--- config.mk ---
export PLATFORM = sky130hd
export DESIGN_NAME = scanline_source_mapper
export DESIGN_NICKNAME = d
export VERILOG_FILES = /design/src/hdl/smap_pkg.sv /design/src/hdl/smap_cfg.sv /design/src/hdl/smap_div.sv /design/src/hdl/scanline_source_mapper.sv
export VERILOG_INCLUDE_DIRS = /design/src /design/src/hdl
export SDC_FILE = /design/constraint.sdc
export NUM_CORES = 1
export LEC_CHECK = 0
export BUFFER_PORTS_ARGS = -buffer_cell sky130_fd_sc_hd__buf_4
export CAP_MARGIN = 20
export CELL_PAD_IN_SITES_DETAIL_PLACEMENT = 0
export CELL_PAD_IN_SITES_GLOBAL_PLACEMENT = 2
export CORE_ASPECT_RATIO = 1.75
export CORE_MARGIN = 1
export CORE_UTILIZATION = 30
export CTS_CLUSTER_DIAMETER = 60
export DETAILED_ROUTE_END_ITERATION = 10
export HOLD_SLACK_MARGIN = 0.08
export PLACE_DENSITY_LB_ADDON = 0.1
export SLEW_MARGIN = 20
export SYNTH_ARGS = -nofsm -noshare
export SYNTH_HDL_FRONTEND = slang
export SYNTH_HIERARCHICAL = 1
export SYNTH_SLANG_ARGS = --single-unit
--- constraint.sdc ---
create_clock -name clock -period 8.6 [get_ports clock]
set_input_delay 1.29 -clock clock [delete_from_list [all_inputs] [get_ports clock]]
set_output_delay 1.29 -clock clock [all_outputs]
set_load 0.02 [all_outputs]
--- src/hdl/assert_macros.svh ---
// Assertion macros used by the top-level RTL file of the scanline source mapper.
`ifndef ASSERT_MACROS_SVH
`define ASSERT_MACROS_SVH

`ifndef SYNTHESIS

// Check a property on every rising edge, skipped while reset is high.
`define ASSERT_RST(lbl, clk, rst, prop, msg) \
   lbl: assert property (@(posedge clk) disable iff (rst) prop) else $error(msg);

// Check a property on every rising edge, reset included.
`define ASSERT_ALWAYS(lbl, clk, prop, msg) \
   lbl: assert property (@(posedge clk) prop) else $error(msg);

`else

`define ASSERT_RST(lbl, clk, rst, prop, msg)
`define ASSERT_ALWAYS(lbl, clk, prop, msg)

`endif

`endif

--- src/hdl/smap_pkg.sv ---
// Types and constants shared by the scanline source mapper modules.
`default_nettype none

package smap_pkg;

   // Field widths.
   localparam int CFG_LINE_W = 11;
   localparam int CFG_SLOT_W = 5;
   localparam int CFG_REP_W  = 4;
   localparam int IDX_W      = 10;
   localparam int KIND_W     = 2;

   // Port widths.
   localparam int CSR_IDX_W   = 3;
   localparam int CSR_DATA_W  = 11;
   localparam int REQ_DATA_W  = 8;
   localparam int RSP_DATA_W  = 16;

   // Register indexes.
   localparam logic [CSR_IDX_W-1:0] REG_ACTIVE   = 3'd0;
   localparam logic [CSR_IDX_W-1:0] REG_PERIOD   = 3'd1;
   localparam logic [CSR_IDX_W-1:0] REG_BUFFERED = 3'd2;
   localparam logic [CSR_IDX_W-1:0] REG_SLOTS    = 3'd3;
   localparam logic [CSR_IDX_W-1:0] REG_REPEAT   = 3'd4;

   // Register reset values.
   localparam logic [CFG_LINE_W-1:0] RST_ACTIVE   = 11'd600;
   localparam logic [CFG_LINE_W-1:0] RST_PERIOD   = 11'd628;
   localparam logic [CFG_LINE_W-1:0] RST_BUFFERED = 11'd600;
   localparam logic [CFG_SLOT_W-1:0] RST_SLOTS    = 5'd2;
   localparam logic [CFG_REP_W-1:0]  RST_REPEAT   = 4'd1;

   // Line source kinds.
   localparam logic [KIND_W-1:0] KIND_BUFFER = 2'd0;
   localparam logic [KIND_W-1:0] KIND_INTERP = 2'd1;
   localparam logic [KIND_W-1:0] KIND_BLANK  = 2'd2;

   // Effective (clamped) configuration.
   typedef struct packed {
      logic [CFG_LINE_W-1:0] act_lines;
      logic [CFG_LINE_W-1:0] per_lines;
      logic [CFG_LINE_W-1:0] buf_lines;
      logic [CFG_SLOT_W-1:0] slots;
      logic [CFG_REP_W-1:0]  reps;
   } smap_cfg_type;

endpackage

`default_nettype wire

--- src/hdl/smap_cfg.sv ---
// Configuration registers of the scanline source mapper, with range clamping.
`default_nettype none

module smap_cfg #(
   parameter int MAX_LINES  = 1024,
   parameter int MAX_REPEAT = 8,
   parameter int MAX_SLOTS  = 16
) (
   input  wire logic                             clock,
   input  wire logic                             reset,
   input  wire logic                             csr_we,
   input  wire logic [smap_pkg::CSR_IDX_W-1:0]   csr_index,
   input  wire logic [smap_pkg::CSR_DATA_W-1:0]  csr_wdata,
   output smap_pkg::smap_cfg_type                cfg
);
   import smap_pkg::*;

   logic [CFG_LINE_W-1:0] active_ff, period_ff, buffered_ff;
   logic [CFG_SLOT_W-1:0] slots_ff;
   logic [CFG_REP_W-1:0]  repeat_ff;

   logic [CFG_LINE_W-1:0] act_eff;
   logic [CFG_LINE_W-1:0] per_cap;

   always_ff @(posedge clock) begin
      if (reset) begin
         active_ff   <= RST_ACTIVE;
         period_ff   <= RST_PERIOD;
         buffered_ff <= RST_BUFFERED;
         slots_ff    <= RST_SLOTS;
         repeat_ff   <= RST_REPEAT;
      end else if (csr_we) begin
         case (csr_index)
            REG_ACTIVE:   active_ff   <= csr_wdata[CFG_LINE_W-1:0];
            REG_PERIOD:   period_ff   <= csr_wdata[CFG_LINE_W-1:0];
            REG_BUFFERED: buffered_ff <= csr_wdata[CFG_LINE_W-1:0];
            REG_SLOTS:    slots_ff    <= csr_wdata[CFG_SLOT_W-1:0];
            REG_REPEAT:   repeat_ff   <= csr_wdata[CFG_REP_W-1:0];
            default: ;
         endcase
      end
   end

   always_comb begin
      // clamp active to 1..MAX_LINES
      if (active_ff == '0) begin
         act_eff = CFG_LINE_W'(1);
      end else if (int'(active_ff) > MAX_LINES) begin
         act_eff = CFG_LINE_W'(MAX_LINES);
      end else begin
         act_eff = active_ff;
      end

      // period capped at MAX_LINES, never below active
      if (int'(period_ff) > MAX_LINES) begin
         per_cap = CFG_LINE_W'(MAX_LINES);
      end else begin
         per_cap = period_ff;
      end

      cfg.act_lines = act_eff;
      cfg.per_lines = (per_cap < act_eff) ? act_eff : per_cap;
      cfg.buf_lines = buffered_ff;

      if (slots_ff < CFG_SLOT_W'(2)) begin
         cfg.slots = CFG_SLOT_W'(2);
      end else if (int'(slots_ff) > MAX_SLOTS) begin
         cfg.slots = CFG_SLOT_W'(MAX_SLOTS);
      end else begin
         cfg.slots = slots_ff;
      end

      if (repeat_ff == '0) begin
         cfg.reps = CFG_REP_W'(1);
      end else if (int'(repeat_ff) > MAX_REPEAT) begin
         cfg.reps = CFG_REP_W'(MAX_REPEAT);
      end else begin
         cfg.reps = repeat_ff;
      end
   end

endmodule

`default_nettype wire

--- src/hdl/smap_div.sv ---
// Bit-serial restoring divider: one quotient bit per clock.
`default_nettype none

module smap_div #(
   parameter int W = 11
) (
   input  wire logic         clock,
   input  wire logic         reset,
   input  wire logic         start,
   input  wire logic [W-1:0] dividend,
   input  wire logic [W-1:0] divisor,
   output logic              busy,
   output logic              done,
   output logic [W-1:0]      quotient,
   output logic [W-1:0]      remainder
);
   localparam int CNT_W = $clog2(W + 1);

   logic [W-1:0]     quo_ff, quo_in;
   logic [W-1:0]     rem_ff, rem_in;
   logic [W-1:0]     dvs_ff;
   logic [CNT_W-1:0] cnt_ff, cnt_in;
   logic             busy_ff, busy_in;
   logic             done_ff, done_in;

   logic [W:0] shifted;
   logic [W:0] diff;
   logic       fits;

   always_comb begin
      // shift in the next dividend bit and try the subtract
      shifted = {rem_ff, quo_ff[W-1]};
      diff    = shifted - {1'b0, dvs_ff};
      fits    = (shifted >= {1'b0, dvs_ff});

      quo_in  = quo_ff;
      rem_in  = rem_ff;
      cnt_in  = cnt_ff;
      busy_in = busy_ff;
      done_in = 1'b0;

      if (start) begin
         quo_in  = dividend;
         rem_in  = '0;
         cnt_in  = CNT_W'(W);
         busy_in = 1'b1;
      end else if (busy_ff) begin
         quo_in = {quo_ff[W-2:0], fits};
         rem_in = fits ? diff[W-1:0] : shifted[W-1:0];
         cnt_in = cnt_ff - 1'b1;
         if (cnt_ff == CNT_W'(1)) begin
            busy_in = 1'b0;
            done_in = 1'b1;
         end
      end
   end

   always_ff @(posedge clock) begin
      if (reset) begin
         busy_ff <= 1'b0;
         done_ff <= 1'b0;
         cnt_ff  <= '0;
      end else begin
         busy_ff <= busy_in;
         done_ff <= done_in;
         cnt_ff  <= cnt_in;
      end
      quo_ff <= quo_in;
      rem_ff <= rem_in;
      if (start) begin
         dvs_ff <= divisor;
      end
   end

   assign busy      = busy_ff;
   assign done      = done_ff;
   assign quotient  = quo_ff;
   assign remainder = rem_ff;

endmodule

`default_nettype wire

--- src/hdl/scanline_source_mapper.sv ---
// Top level of the scanline source mapper: row sequencing and source choice.
//
//   channel  direction  fields (low bit first)
//   req_     in         tdata: row_tick
//   rsp_     out        tdata: line_index; tuser: line_kind; tlast: frame_end
//   csr_     in         write: index 0 active, 1 period, 2 buffered, 3 slots, 4 repeat
//
// A row beat is accepted in the idle state, then the pick state puts the source
// choice in the output register. The first row of a frame that needs interpolation
// first runs the bit-serial divider (active / (active - buffered)), one quotient bit
// per cycle, before the choice is made. reset is synchronous and clears the
// sequencer, the line counters and the output valid. A stalled result holds
// in the output register while the next beat is taken and worked on; the
// choice then waits until the output register frees.
`default_nettype none

module scanline_source_mapper #(
   parameter int MAX_LINES  = 1024,
   parameter int MAX_REPEAT = 8,
   parameter int MAX_SLOTS  = 16
) (
   input  wire logic                             clock,
   input  wire logic                             reset,
   // row request: row_tick
   input  wire logic                             req_tvalid,
   output logic                                  req_tready,
   input  wire logic [smap_pkg::REQ_DATA_W-1:0]  req_tdata,
   // line source: line_index
   output logic                                  rsp_tvalid,
   input  wire logic                             rsp_tready,
   output logic [smap_pkg::RSP_DATA_W-1:0]       rsp_tdata,
   // line_kind
   output logic [smap_pkg::KIND_W-1:0]           rsp_tuser,
   output logic                                  rsp_tlast,
   // configuration writes
   input  wire logic                             csr_we,
   input  wire logic [smap_pkg::CSR_IDX_W-1:0]   csr_index,
   input  wire logic [smap_pkg::CSR_DATA_W-1:0]  csr_wdata
);
   import smap_pkg::*;

`include "assert_macros.svh"

   localparam int SLOT_W = $clog2(MAX_SLOTS);
   localparam int REP_W  = $clog2(MAX_REPEAT + 1);
   localparam int SCMP_W = ((SLOT_W > CFG_SLOT_W) ? SLOT_W : CFG_SLOT_W) + 1;
   localparam int RCMP_W = ((REP_W > CFG_REP_W) ? REP_W : CFG_REP_W) + 1;

   // Sequencer states.
   localparam logic [1:0] S_IDLE = 2'd0;
   localparam logic [1:0] S_DIV  = 2'd1;
   localparam logic [1:0] S_PICK = 2'd2;

   smap_cfg_type cfg;

   logic [1:0]            state_ff, state_in;
   logic [IDX_W-1:0]      line_ff, line_in;       // logical line in frame
   logic [REP_W-1:0]      rep_ff, rep_in;         // display row within line
   logic [IDX_W-1:0]      bufl_ff, bufl_in;       // next buffered line
   logic [SLOT_W-1:0]     slot_ff, slot_in;       // next interpolated slot
   logic [IDX_W-1:0]      spares_ff, spares_in;
   logic [CFG_LINE_W-1:0] seg_ff, seg_in;
   logic [CFG_LINE_W-1:0] mod1_ff, mod1_in;       // line mod (seg + 1)
   logic [CFG_LINE_W-1:0] mod0_ff, mod0_in;       // line mod seg
   logic [KIND_W-1:0]     kind_ff, kind_in;
   logic [IDX_W-1:0]      cidx_ff, cidx_in;
   logic                  vld_ff, vld_in;
   logic [IDX_W-1:0]      oidx_ff, oidx_in;
   logic [KIND_W-1:0]     okind_ff, okind_in;
   logic                  olast_ff, olast_in;

   logic                  req_fire;
   logic                  frame_top;
   logic                  need_div;
   logic [CFG_LINE_W-1:0] div_den;
   logic                  div_start;
   logic                  div_busy;
   logic                  div_done;
   logic [CFG_LINE_W-1:0] div_quo;
   logic [CFG_LINE_W-1:0] div_rem;

   logic                  out_free;
   logic                  blank;
   logic                  interp_sp;
   logic                  interp_pl;
   logic [SLOT_W-1:0]     slot_k;
   logic [SLOT_W-1:0]     slot_k1;
   logic                  last_row;
   logic                  last_line;

   smap_cfg #(
      .MAX_LINES  (MAX_LINES),
      .MAX_REPEAT (MAX_REPEAT),
      .MAX_SLOTS  (MAX_SLOTS)
   ) u_cfg (
      .clock     (clock),
      .reset     (reset),
      .csr_we    (csr_we),
      .csr_index (csr_index),
      .csr_wdata (csr_wdata),
      .cfg       (cfg)
   );

   smap_div #(
      .W (CFG_LINE_W)
   ) u_div (
      .clock     (clock),
      .reset     (reset),
      .start     (div_start),
      .dividend  (cfg.act_lines),
      .divisor   (div_den),
      .busy      (div_busy),
      .done      (div_done),
      .quotient  (div_quo),
      .remainder (div_rem)
   );

   // Take a row beat only when the sequencer is free; the output register
   // parts us from the result side.
   assign req_tready = (state_ff == S_IDLE);
   assign req_fire   = req_tvalid && req_tready;
   assign frame_top  = (rep_ff == '0) && (line_ff == '0);
   assign need_div   = (cfg.buf_lines < cfg.act_lines);
   assign div_den    = cfg.act_lines - cfg.buf_lines;
   assign div_start  = req_fire && req_tdata[0] && frame_top && need_div;
   assign out_free   = !vld_ff || rsp_tready;

   always_comb begin
      // line classification for the logical line we sit on
      blank     = ({1'b0, line_ff} >= cfg.act_lines);
      interp_sp = (seg_ff != '0) && (spares_ff != '0) && (mod1_ff == '0);
      interp_pl = (seg_ff != '0) && (spares_ff == '0) && (mod0_ff == '0);

      // a slot at or past the slot count reads as slot zero
      slot_k  = (SCMP_W'(slot_ff) < SCMP_W'(cfg.slots)) ? slot_ff : '0;
      slot_k1 = ((SCMP_W'(slot_k) + SCMP_W'(1)) >= SCMP_W'(cfg.slots)) ? '0
                : SLOT_W'(slot_k + 1'b1);

      last_row  = ((RCMP_W'(rep_ff) + RCMP_W'(1)) >= RCMP_W'(cfg.reps));
      last_line = (({1'b0, line_ff} + CFG_LINE_W'(1)) >= cfg.per_lines);

      state_in  = state_ff;
      line_in   = line_ff;
      rep_in    = rep_ff;
      bufl_in   = bufl_ff;
      slot_in   = slot_ff;
      spares_in = spares_ff;
      seg_in    = seg_ff;
      mod1_in   = mod1_ff;
      mod0_in   = mod0_ff;
      kind_in   = kind_ff;
      cidx_in   = cidx_ff;
      vld_in    = vld_ff && !rsp_tready;
      oidx_in   = oidx_ff;
      okind_in  = okind_ff;
      olast_in  = olast_ff;

      case (state_ff)
         S_IDLE: begin
            // drop idle ticks; on a real tick set up the frame if at its top
            if (req_fire && req_tdata[0]) begin
               state_in = S_PICK;
               if (frame_top) begin
                  bufl_in = '0;
                  slot_in = '0;
                  if (need_div) begin
                     state_in = S_DIV;
                  end else begin
                     seg_in    = '0;
                     spares_in = '0;
                  end
               end
            end
         end
         S_DIV: begin
            if (div_done) begin
               seg_in    = div_quo;
               spares_in = div_rem[IDX_W-1:0];
               state_in  = S_PICK;
            end
         end
         S_PICK: begin
            if (out_free) begin
               // choose the source on the first row of a logical line, hold it after
               if (rep_ff == '0) begin
                  if (blank) begin
                     kind_in = KIND_BLANK;
                     cidx_in = '0;
                  end else if (interp_sp || interp_pl) begin
                     kind_in = KIND_INTERP;
                     cidx_in = IDX_W'(slot_k);
                     slot_in = slot_k1;
                     if (interp_sp) begin
                        spares_in = spares_ff - 1'b1;
                     end
                  end else begin
                     kind_in = KIND_BUFFER;
                     cidx_in = bufl_ff;
                     bufl_in = bufl_ff + 1'b1;
                  end
               end

               vld_in   = 1'b1;
               okind_in = kind_in;
               oidx_in  = cidx_in;
               olast_in = last_row && last_line;

               // advance row, then line; restart the modulo counters with the frame
               if (last_row) begin
                  rep_in = '0;
                  if (last_line) begin
                     line_in = '0;
                     mod1_in = '0;
                     mod0_in = '0;
                  end else begin
                     line_in = line_ff + 1'b1;
                     mod1_in = (mod1_ff == seg_ff) ? '0 : mod1_ff + 1'b1;
                     mod0_in = ((mod0_ff + 1'b1) == seg_ff) ? '0 : mod0_ff + 1'b1;
                  end
               end else begin
                  rep_in = rep_ff + 1'b1;
               end
               state_in = S_IDLE;
            end
         end
         default: begin
            state_in = S_IDLE;
         end
      endcase
   end

   always_ff @(posedge clock) begin
      if (reset) begin
         state_ff  <= S_IDLE;
         line_ff   <= '0;
         rep_ff    <= '0;
         bufl_ff   <= '0;
         slot_ff   <= '0;
         spares_ff <= '0;
         seg_ff    <= '0;
         mod1_ff   <= '0;
         mod0_ff   <= '0;
         kind_ff   <= KIND_BUFFER;
         cidx_ff   <= '0;
         vld_ff    <= 1'b0;
      end else begin
         state_ff  <= state_in;
         line_ff   <= line_in;
         rep_ff    <= rep_in;
         bufl_ff   <= bufl_in;
         slot_ff   <= slot_in;
         spares_ff <= spares_in;
         seg_ff    <= seg_in;
         mod1_ff   <= mod1_in;
         mod0_ff   <= mod0_in;
         kind_ff   <= kind_in;
         cidx_ff   <= cidx_in;
         vld_ff    <= vld_in;
      end
      oidx_ff  <= oidx_in;
      okind_ff <= okind_in;
      olast_ff <= olast_in;
   end

   assign rsp_tvalid = vld_ff;
   assign rsp_tdata  = {{(RSP_DATA_W - IDX_W){1'b0}}, oidx_ff};
   assign rsp_tuser  = okind_ff;
   assign rsp_tlast  = olast_ff;

   // a new result only ever comes out of the pick state
   `ASSERT_RST(a_vld_from_pick, clock, reset, $rose(vld_ff) |-> $past(state_ff == S_PICK), "stray result")
   // while waiting on the quotient the divider is running or just finished
   `ASSERT_RST(a_div_live, clock, reset, (state_ff == S_DIV) |-> (div_busy || div_done), "divider idle")
   // the line-mod-seg counter stays below the segment length
   `ASSERT_RST(a_mod_range, clock, reset, (seg_ff != '0) |-> (mod0_ff < seg_ff), "segment count range")
   // reset empties the output register
   `ASSERT_ALWAYS(a_rst_empty, clock, reset |=> !rsp_tvalid, "result valid after reset")

endmodule

`default_nettype wire
==> results of run 1 <==
cells by family (layout without fill, tap and decap cells):
group                    after synthesis  in the layout  synth area share [%]
multiplexers                          51             51                  5.02
adder cells (fa/ha/maj)               84             84                  9.34
XOR/XNOR                              69             69                  5.29
AND/OR/NAND/NOR                      519            519                  23.2
AO/OA/AOI/OAI                        266            266                  16.3
other                                  1              6                0.0328
flip-flops                           180            180                  34.6
buffers and inverters                167            178                  6.20
final timing paths:
| path | from | to | slack (ns) | cells after the start |
|---|---|---|---|---|
| setup / recovery | u_cfg/active_ff[4]$_SDFFE_PP1P_ | mod0_ff[10]$_SDFFE_PP0P_ | 3.69 | 18 |
| hold / removal | cidx_ff[1]$_SDFFE_PP0P_ | cidx_ff[1]$_SDFFE_PP0P_ | 0.46 | 2 |
| setup reg to reg | u_cfg/active_ff[4]$_SDFFE_PP1P_ | mod0_ff[10]$_SDFFE_PP0P_ | 3.69 | 18 |
| hold reg to reg | cidx_ff[1]$_SDFFE_PP0P_ | cidx_ff[1]$_SDFFE_PP0P_ | 0.46 | 2 |
registers in the layout (all words and copies together) (netlist names), 5 cells and up:
name and cells:
mod0_ff 11, mod1_ff 11, seg_ff 11, u_cfg/active_ff 11, u_cfg/buffered_ff 11, u_cfg/period_ff 11
u_div/dvs_ff 11, u_div/quotient 11, u_div/remainder 11, bufl_ff 10, cidx_ff 10, line_ff 10
oidx_ff 10, spares_ff 10, u_cfg/slots_ff 5
through the flow:
stage,cells,setup WS (ns),total power [mW]
2_1_floorplan,1342,4.37,2.02
3_3_place_gp,1801,3.35,2.33
3_5_place_dp,1801,3.70,2.34
4_1_cts,1833,3.68,3.22
5_1_grt,1833,3.19,3.38
6_report,1833,3.69,3.16
final cells by class:
class,instances,area (µm²),area share [%]
clock inverters,13,194,1.53
well taps,480,601,4.73
flip-flops and latches,180,3950,31.2
inverters,100,375,2.96
clock buffers,19,433,3.41
multi-input cells,995,6780,53.5
repair buffers,46,345,2.72
worst register-to-register path, cell delays in order (launching register included):
cell,delay [ns]
dfxtp_1,0.36
nor4_4,0.30
nand3_1,0.09
o21ai_0,0.25
nand2_1,0.16
ha_1,0.34
nand2_1,0.11
o21ai_0,0.13
a221oi_2,0.46
nand2_4,0.23
mux2_4,0.34
inv_1,0.06
ha_1,0.23
a2111oi_0,0.44
a32oi_1,0.16
buf_4,0.21
nor2_2,0.62
nand4_1,0.16
a31oi_1,0.18
per-layer routing:
| layer | vias up | track usage (%) | share of wire, % |
|---|---|---|---|
| li1 | 4694 | - | - |
| met1 | 4353 | 19.0 | 40 |
| met2 | 106 | 34.9 | 55 |
| met3 | 42 | 2.19 | 1.7 |
| met4 | 0 | 8.56 | 3.5 |
| met5 | - | 0 | 0 |
power groups by stage:
stage | clock (mW) | sequential, mW | combinational [mW]
after global routing | 0.922 | 1.10 | 1.36
after CTS | 0.897 | 1.09 | 1.24
final | 0.863 | 1.09 | 1.21
after global placement | 0 | 1.11 | 1.23
after detailed placement | 0 | 1.11 | 1.23
after floorplan | 0 | 1.10 | 0.918
cells in the final DEF (no fill, tap or decap), types with 12 or more instances in the layout:
| master | instances |
|---|---|
| nand2_1 | 163 |
| dfxtp_1 | 145 |
| nor2_1 | 109 |
| inv_1 | 98 |
| ha_1 | 82 |
| a21oi_1 | 69 |
| o21ai_0 | 50 |
| buf_4 | 46 |
| nand3_1 | 45 |
| xnor2_1 | 42 |
| edfxtp_1 | 35 |
| mux2i_1 | 28 |
| xor2_1 | 27 |
| nor2b_1 | 26 |
| nor3_1 | 22 |
| nand4_1 | 21 |
| nand2b_1 | 20 |
| and3_1 | 19 |
| nand3b_1 | 18 |
| clkbuf_16 | 17 |
| mux2_2 | 14 |
| a21o_1 | 13 |
| nor3b_1 | 12 |
==> flow_metrics.tcl, run 1 <==
set metrics [dict create \
    grt_overflow 0 \
    cp_top_family "simple AND/OR/NAND/NOR gates" \
    fmax_mhz 204 \
    grt_pass1_vias 9297 \
    ys_types 88 \
    cp.required_ns 8.98 \
    clkSinkCount 180 \
    period_needed_ns 4.91 \
    wl_per_cell_um 18.4 \
    path_class "flop to flop" \
    finalSetupViolCount 0 \
    cts_tree "done" \
    routabilityCongestion 0.816 \
    swShare_pct 38.6 \
    areaGrowthSynthToFinish_pct 11.1 \
    grt_max_degree 50 \
    h-tree-depth 4 \
    grt_pass1_wl_um 53000 \
    hold_buffers 0 \
    synthTopCellsByCount "nand2_1 (163), dfxtp_1 (145), nor2_1 (110)" \
    ys_warn_count 6 \
    synthArstFlopShare_pct 0 \
    vias 9195 \
    slowest_stage "nor2_2" \
    ys_seq_area_share_pct 34.6 \
    firstDrtPassIters 4 \
    seqPwrFrac_pct 34.3 \
    cp_max_fo 14 \
    post-synth-top-area-fraction_pct 25.4 \
    ys.flop_type "dfxtp_1" \
    ctsResizeCount 0 \
    p_per_area_nw_per_um2 249 \
    synth.most_common_cell "nand2_1" \
    clock_skew_ns 0.0158 \
    finalInstanceArea_um2 12700 \
    antennaDiodeCount 0 \
    cts_root_buf "clkbuf_16" \
    critPathCaptureType "flop" \
    hold_viol_final 0 \
    avgSynthCellArea_um2 8.54 \
    io_buffers 34 \
    initial_core_util_pct 30.4 \
    slew_violations 0 \
    fin_crit_sh_pct 57.1 \
    netlist_area_um2 11400 \
    clk_latency_ns 0.45 \
    fin_tns_setup_ns 0 \
    pwr-share-clk_pct 27.3 \
    drc 0 \
    worstMarginPinSlew_ns 0.939 \
    timing.hold.ws_ns 0.457 \
    synth_area_leader_cell "dfxtp_1" \
    synthCells 1337 \
    drt_iter0_drc 336 \
    slew_headroom_pct 37.4 \
    io_pins 48 \
    max_cap_viol_count 0 \
    rsz0062_at_grt "no" \
    dieArea_um2 38900 \
    post_cts_buffers 0 \
    grt_usage_pct 18.1 \
    die_w_um 149 \
    clk_pin_slew_ns 0.08 \
    die_height_um 260 \
    cts_made_buffers 17 \
    layout.nets 1451 \
    cp_cell_sequence "nor4_4 > nand3_1 > o21ai_0 > nand2_1 > ha_1 > nand2_1 > o21ai_0 > a221oi_2 > nand2_4 > mux2_4 > inv_1 > ha_1 > a2111oi_0 > a32oi_1 > buf_4 > nor2_2 > nand4_1 > a31oi_1" \
    finish.utilization_pct 33.8 \
    synth.area.top_cells "dfxtp_1 (25%), edfxtp_1 (9.2%), ha_1 (9.0%), nand2_1 (5.4%), nor2_1 (3.6%)" \
    status "finished clean" \
    max_stage_delay_ns 0.61 \
    combPwrFrac_pct 38.4 \
    fillers 3967 \
    p_int_mw 1.94 \
    antenna_found_initial 0 \
    switching_power_mw 1.22 \
    drive_gt1_share_pct 10.7 \
    fp-row-count 94 \
    worst-path-buf-inv 2 \
    crit_arrival_ns 5.28 \
    placed_area_um2 12100 \
    core_area_um2 37500 \
    viasPerCell 5.02 \
    hold_class "flop to flop" \
    irDropWorstVdd_uv 137 \
    detailed_place_hpwl_um 25800 \
    clockBufferDepth 2 \
    drtAntennaViolNets 0 \
    synth_seq_cells 180 \
    p_leak_nw 5.23 \
    synth_enable_flop_cells 35 \
    wl_um 33700 \
    start_kind "flop" \
]
Power figures use the tool's default switching activity.
==> inputs of run 2 (changes only) <==
==> constraint.sdc (replaced) <==
create_clock -name clock -period 4.6 [get_ports clock]
set_input_delay 0.69 -clock clock [delete_from_list [all_inputs] [get_ports clock]]
set_output_delay 0.69 -clock clock [all_outputs]
set_load 0.02 [all_outputs]
==> run 2 against run 1 <==
Effect of this change: combinational power grew 94%; clock power grew 78%; non-clock buffer count grew 34; via count grew 2.3%; cell count grew 1.9%; worst setup slack lost 3.5 ns; clock skew shrank 0.0041 ns; maximum frequency grew 13%; wire length grew 1.3%; critical path type unchanged.
==> flow_metrics.tcl, run 2 (synthesis gave the netlist of run 1 again) <==
set metrics [dict create \
    dieArea_um2 38900 \
    timing.hold.ws_ns 0.455 \
    fp-row-count 94 \
    slew_headroom_pct 31.1 \
    io_pins 48 \
    die_w_um 149 \
    clk_latency_ns 0.46 \
    initial_core_util_pct 30.4 \
    r2r_start "u_cfg/active_ff[7]$_SDFFE_PP0P_" \
    worst_slack_ns 0.241 \
    layout.nets 1485 \
    antenna_found_initial 0 \
    clk_pin_slew_ns 0.08 \
    areaGrowthSynthToFinish_pct 14.0 \
    cp.required_ns 4.99 \
    cts_tree "done" \
    die_height_um 260 \
    max_cap_viol_count 0 \
    clockBufferDepth 2 \
    grt_usage_pct 18.2 \
    status "finished clean" \
    detailed_place_hpwl_um 26500 \
    p_int_mw 3.59 \
    holdPathStages 2 \
    final_common_cell "nand2_1" \
    grt_overflow 0 \
    grt_max_degree 58 \
    hold_class "input port to flop" \
    pwr-share-clk_pct 26.1 \
    routabilityCongestion 0.822 \
    grt_pass1_vias 9302 \
    finalInstanceArea_um2 13000 \
    cts_made_buffers 17 \
    clock_skew_ns 0.0117 \
    start_kind "flop" \
    wl_per_cell_um 18.3 \
    p_leak_nw 5.38 \
    antennaDiodeCount 0 \
    path_class "flop to flop" \
    wl_um 34200 \
    cts_root_buf "clkbuf_16" \
    drive_gt1_share_pct 13.8 \
    slew_violations 0 \
    reg2regPathDepth 21 \
    crit_start "u_cfg/active_ff[7]$_SDFFE_PP0P_" \
    fillers 3942 \
    cp_max_fo 5 \
    r2r-end "mod1_ff[10]$_SDFFE_PP0P_" \
    core_area_um2 37500 \
    hold_viol_final 0 \
    finalSetupViolCount 0 \
    drt_iter0_drc 509 \
    fin_tns_setup_ns 0 \
    io_buffers 34 \
    irDropWorstVdd_uv 268 \
    p_per_area_nw_per_um2 455 \
    drc 0 \
    fin_crit_sh_pct 94.8 \
    post-place-ws_ns -0.0329 \
    worstMarginPinSlew_ns 1.03 \
    finish.utilization_pct 34.7 \
    min_to "u_cfg/period_ff[5]$_SDFFE_PP1P_" \
    min_from "csr_wdata[5]" \
    placed_area_um2 12300 \
    critPathCaptureType "flop" \
    switching_power_mw 2.34 \
    crit_arrival_ns 4.74 \
    grt_pass1_wl_um 53400 \
    h-tree-depth 4 \
    drtAntennaViolNets 0 \
    viasPerCell 5.04 \
    hold_buffers 0 \
    swShare_pct 39.5 \
    combPwrFrac_pct 39.7 \
    layout_common_cells "nand2_1 (162), dfxtp_1 (144), nor2_1 (110), inv_1 (96), ha_1 (78)" \
    fmax_mhz 229 \
    firstDrtPassIters 4 \
    clkSinkCount 180 \
    regToRegSetupSlack_ns 0.24 \
    period_needed_ns 4.36 \
    vias 9403 \
    seqPwrFrac_pct 34.3 \
]
-- run 2: power groups by stage --
stage	clock network (mW)	registers [mW]	logic, mW
2_1_floorplan	0	2.05	1.72
3_3_place_gp	0	2.07	2.36
3_5_place_dp	0	2.07	2.38
4_1_cts	1.60	2.04	2.38
5_1_grt	1.66	2.06	2.62
6_report	1.54	2.03	2.35
-- run 2: per-stage QoR --
step / power, mW / std cells
3_5_place_dp: 4.45 / 1832
5_1_grt: 6.33 / 1867
6_report: 5.92 / 1867
3_3_place_gp: 4.43 / 1832
2_1_floorplan: 3.77 / 1342
4_1_cts: 6.02 / 1864
-- run 2: area by class of cell --
| cell class | count | area (µm²) | area share (%) |
|---|---|---|---|
| Tap cell | 480 | 601 | 4.61 |
| Clock buffer | 17 | 425 | 3.27 |
| Inverter | 100 | 375 | 2.88 |
| Clock inverter | 15 | 169 | 1.30 |
| Timing Repair Buffer | 80 | 621 | 4.77 |
| Sequential cell | 180 | 3960 | 30.4 |
| Multi-Input combinational cell | 995 | 6880 | 52.8 |
-- run 2: critical path, stage by stage, from the launching register on --
cell and delay [ns]:
dfxtp_2 0.34, nor4_4 0.27, nand3_1 0.12, o21ai_2 0.17, nand2_1 0.09, ha_1 0.28, nand4_1 0.18, a2111oi_4 0.37
o41ai_2 0.17, nand2_4 0.14, buf_6 0.14, mux2_4 0.29, inv_1 0.06, ha_1 0.22, o21a_1 0.18, o21ai_2 0.11
a32oi_1 0.06, buf_4 0.16, buf_4 0.13, a41o_1 0.24, or3b_2 0.44, a31oi_1 0.13
-- run 2: layer usage --
layer / track usage (%) / wire [µm] / vias up / part of all wire (%)
li1: - / - / 4775 / -
met1: 18.8 / 13400 / 4481 / 39
met2: 36.5 / 19400 / 108 / 57
met3: 2.53 / 669 / 39 / 2.0
met4: 5.95 / 673 / 0 / 2.0
met5: 0 / 0 / - / 0
-- run 2: worst max path at each step --
stage                     slack, ns                     endpoint
after floorplan                0.37  u_div/quotient[0]$_DFFE_PP_
after global placement        -0.02     mod1_ff[10]$_SDFFE_PP0P_
after detailed placement      -0.03     mod1_ff[10]$_SDFFE_PP0P_
after CTS                      0.07     mod1_ff[10]$_SDFFE_PP0P_
after global routing          -0.03     mod1_ff[10]$_SDFFE_PP0P_
final                          0.24     mod1_ff[10]$_SDFFE_PP0P_
-- run 2: repair_timing --
action / 4_1_cts / 5_1_grt
cloned: 0 / 0
pin swaps: 0 / 14
setup buffers: 0 / 3
resized for setup: 2 / 20
endpoints found under the setup margin: 1 / 10
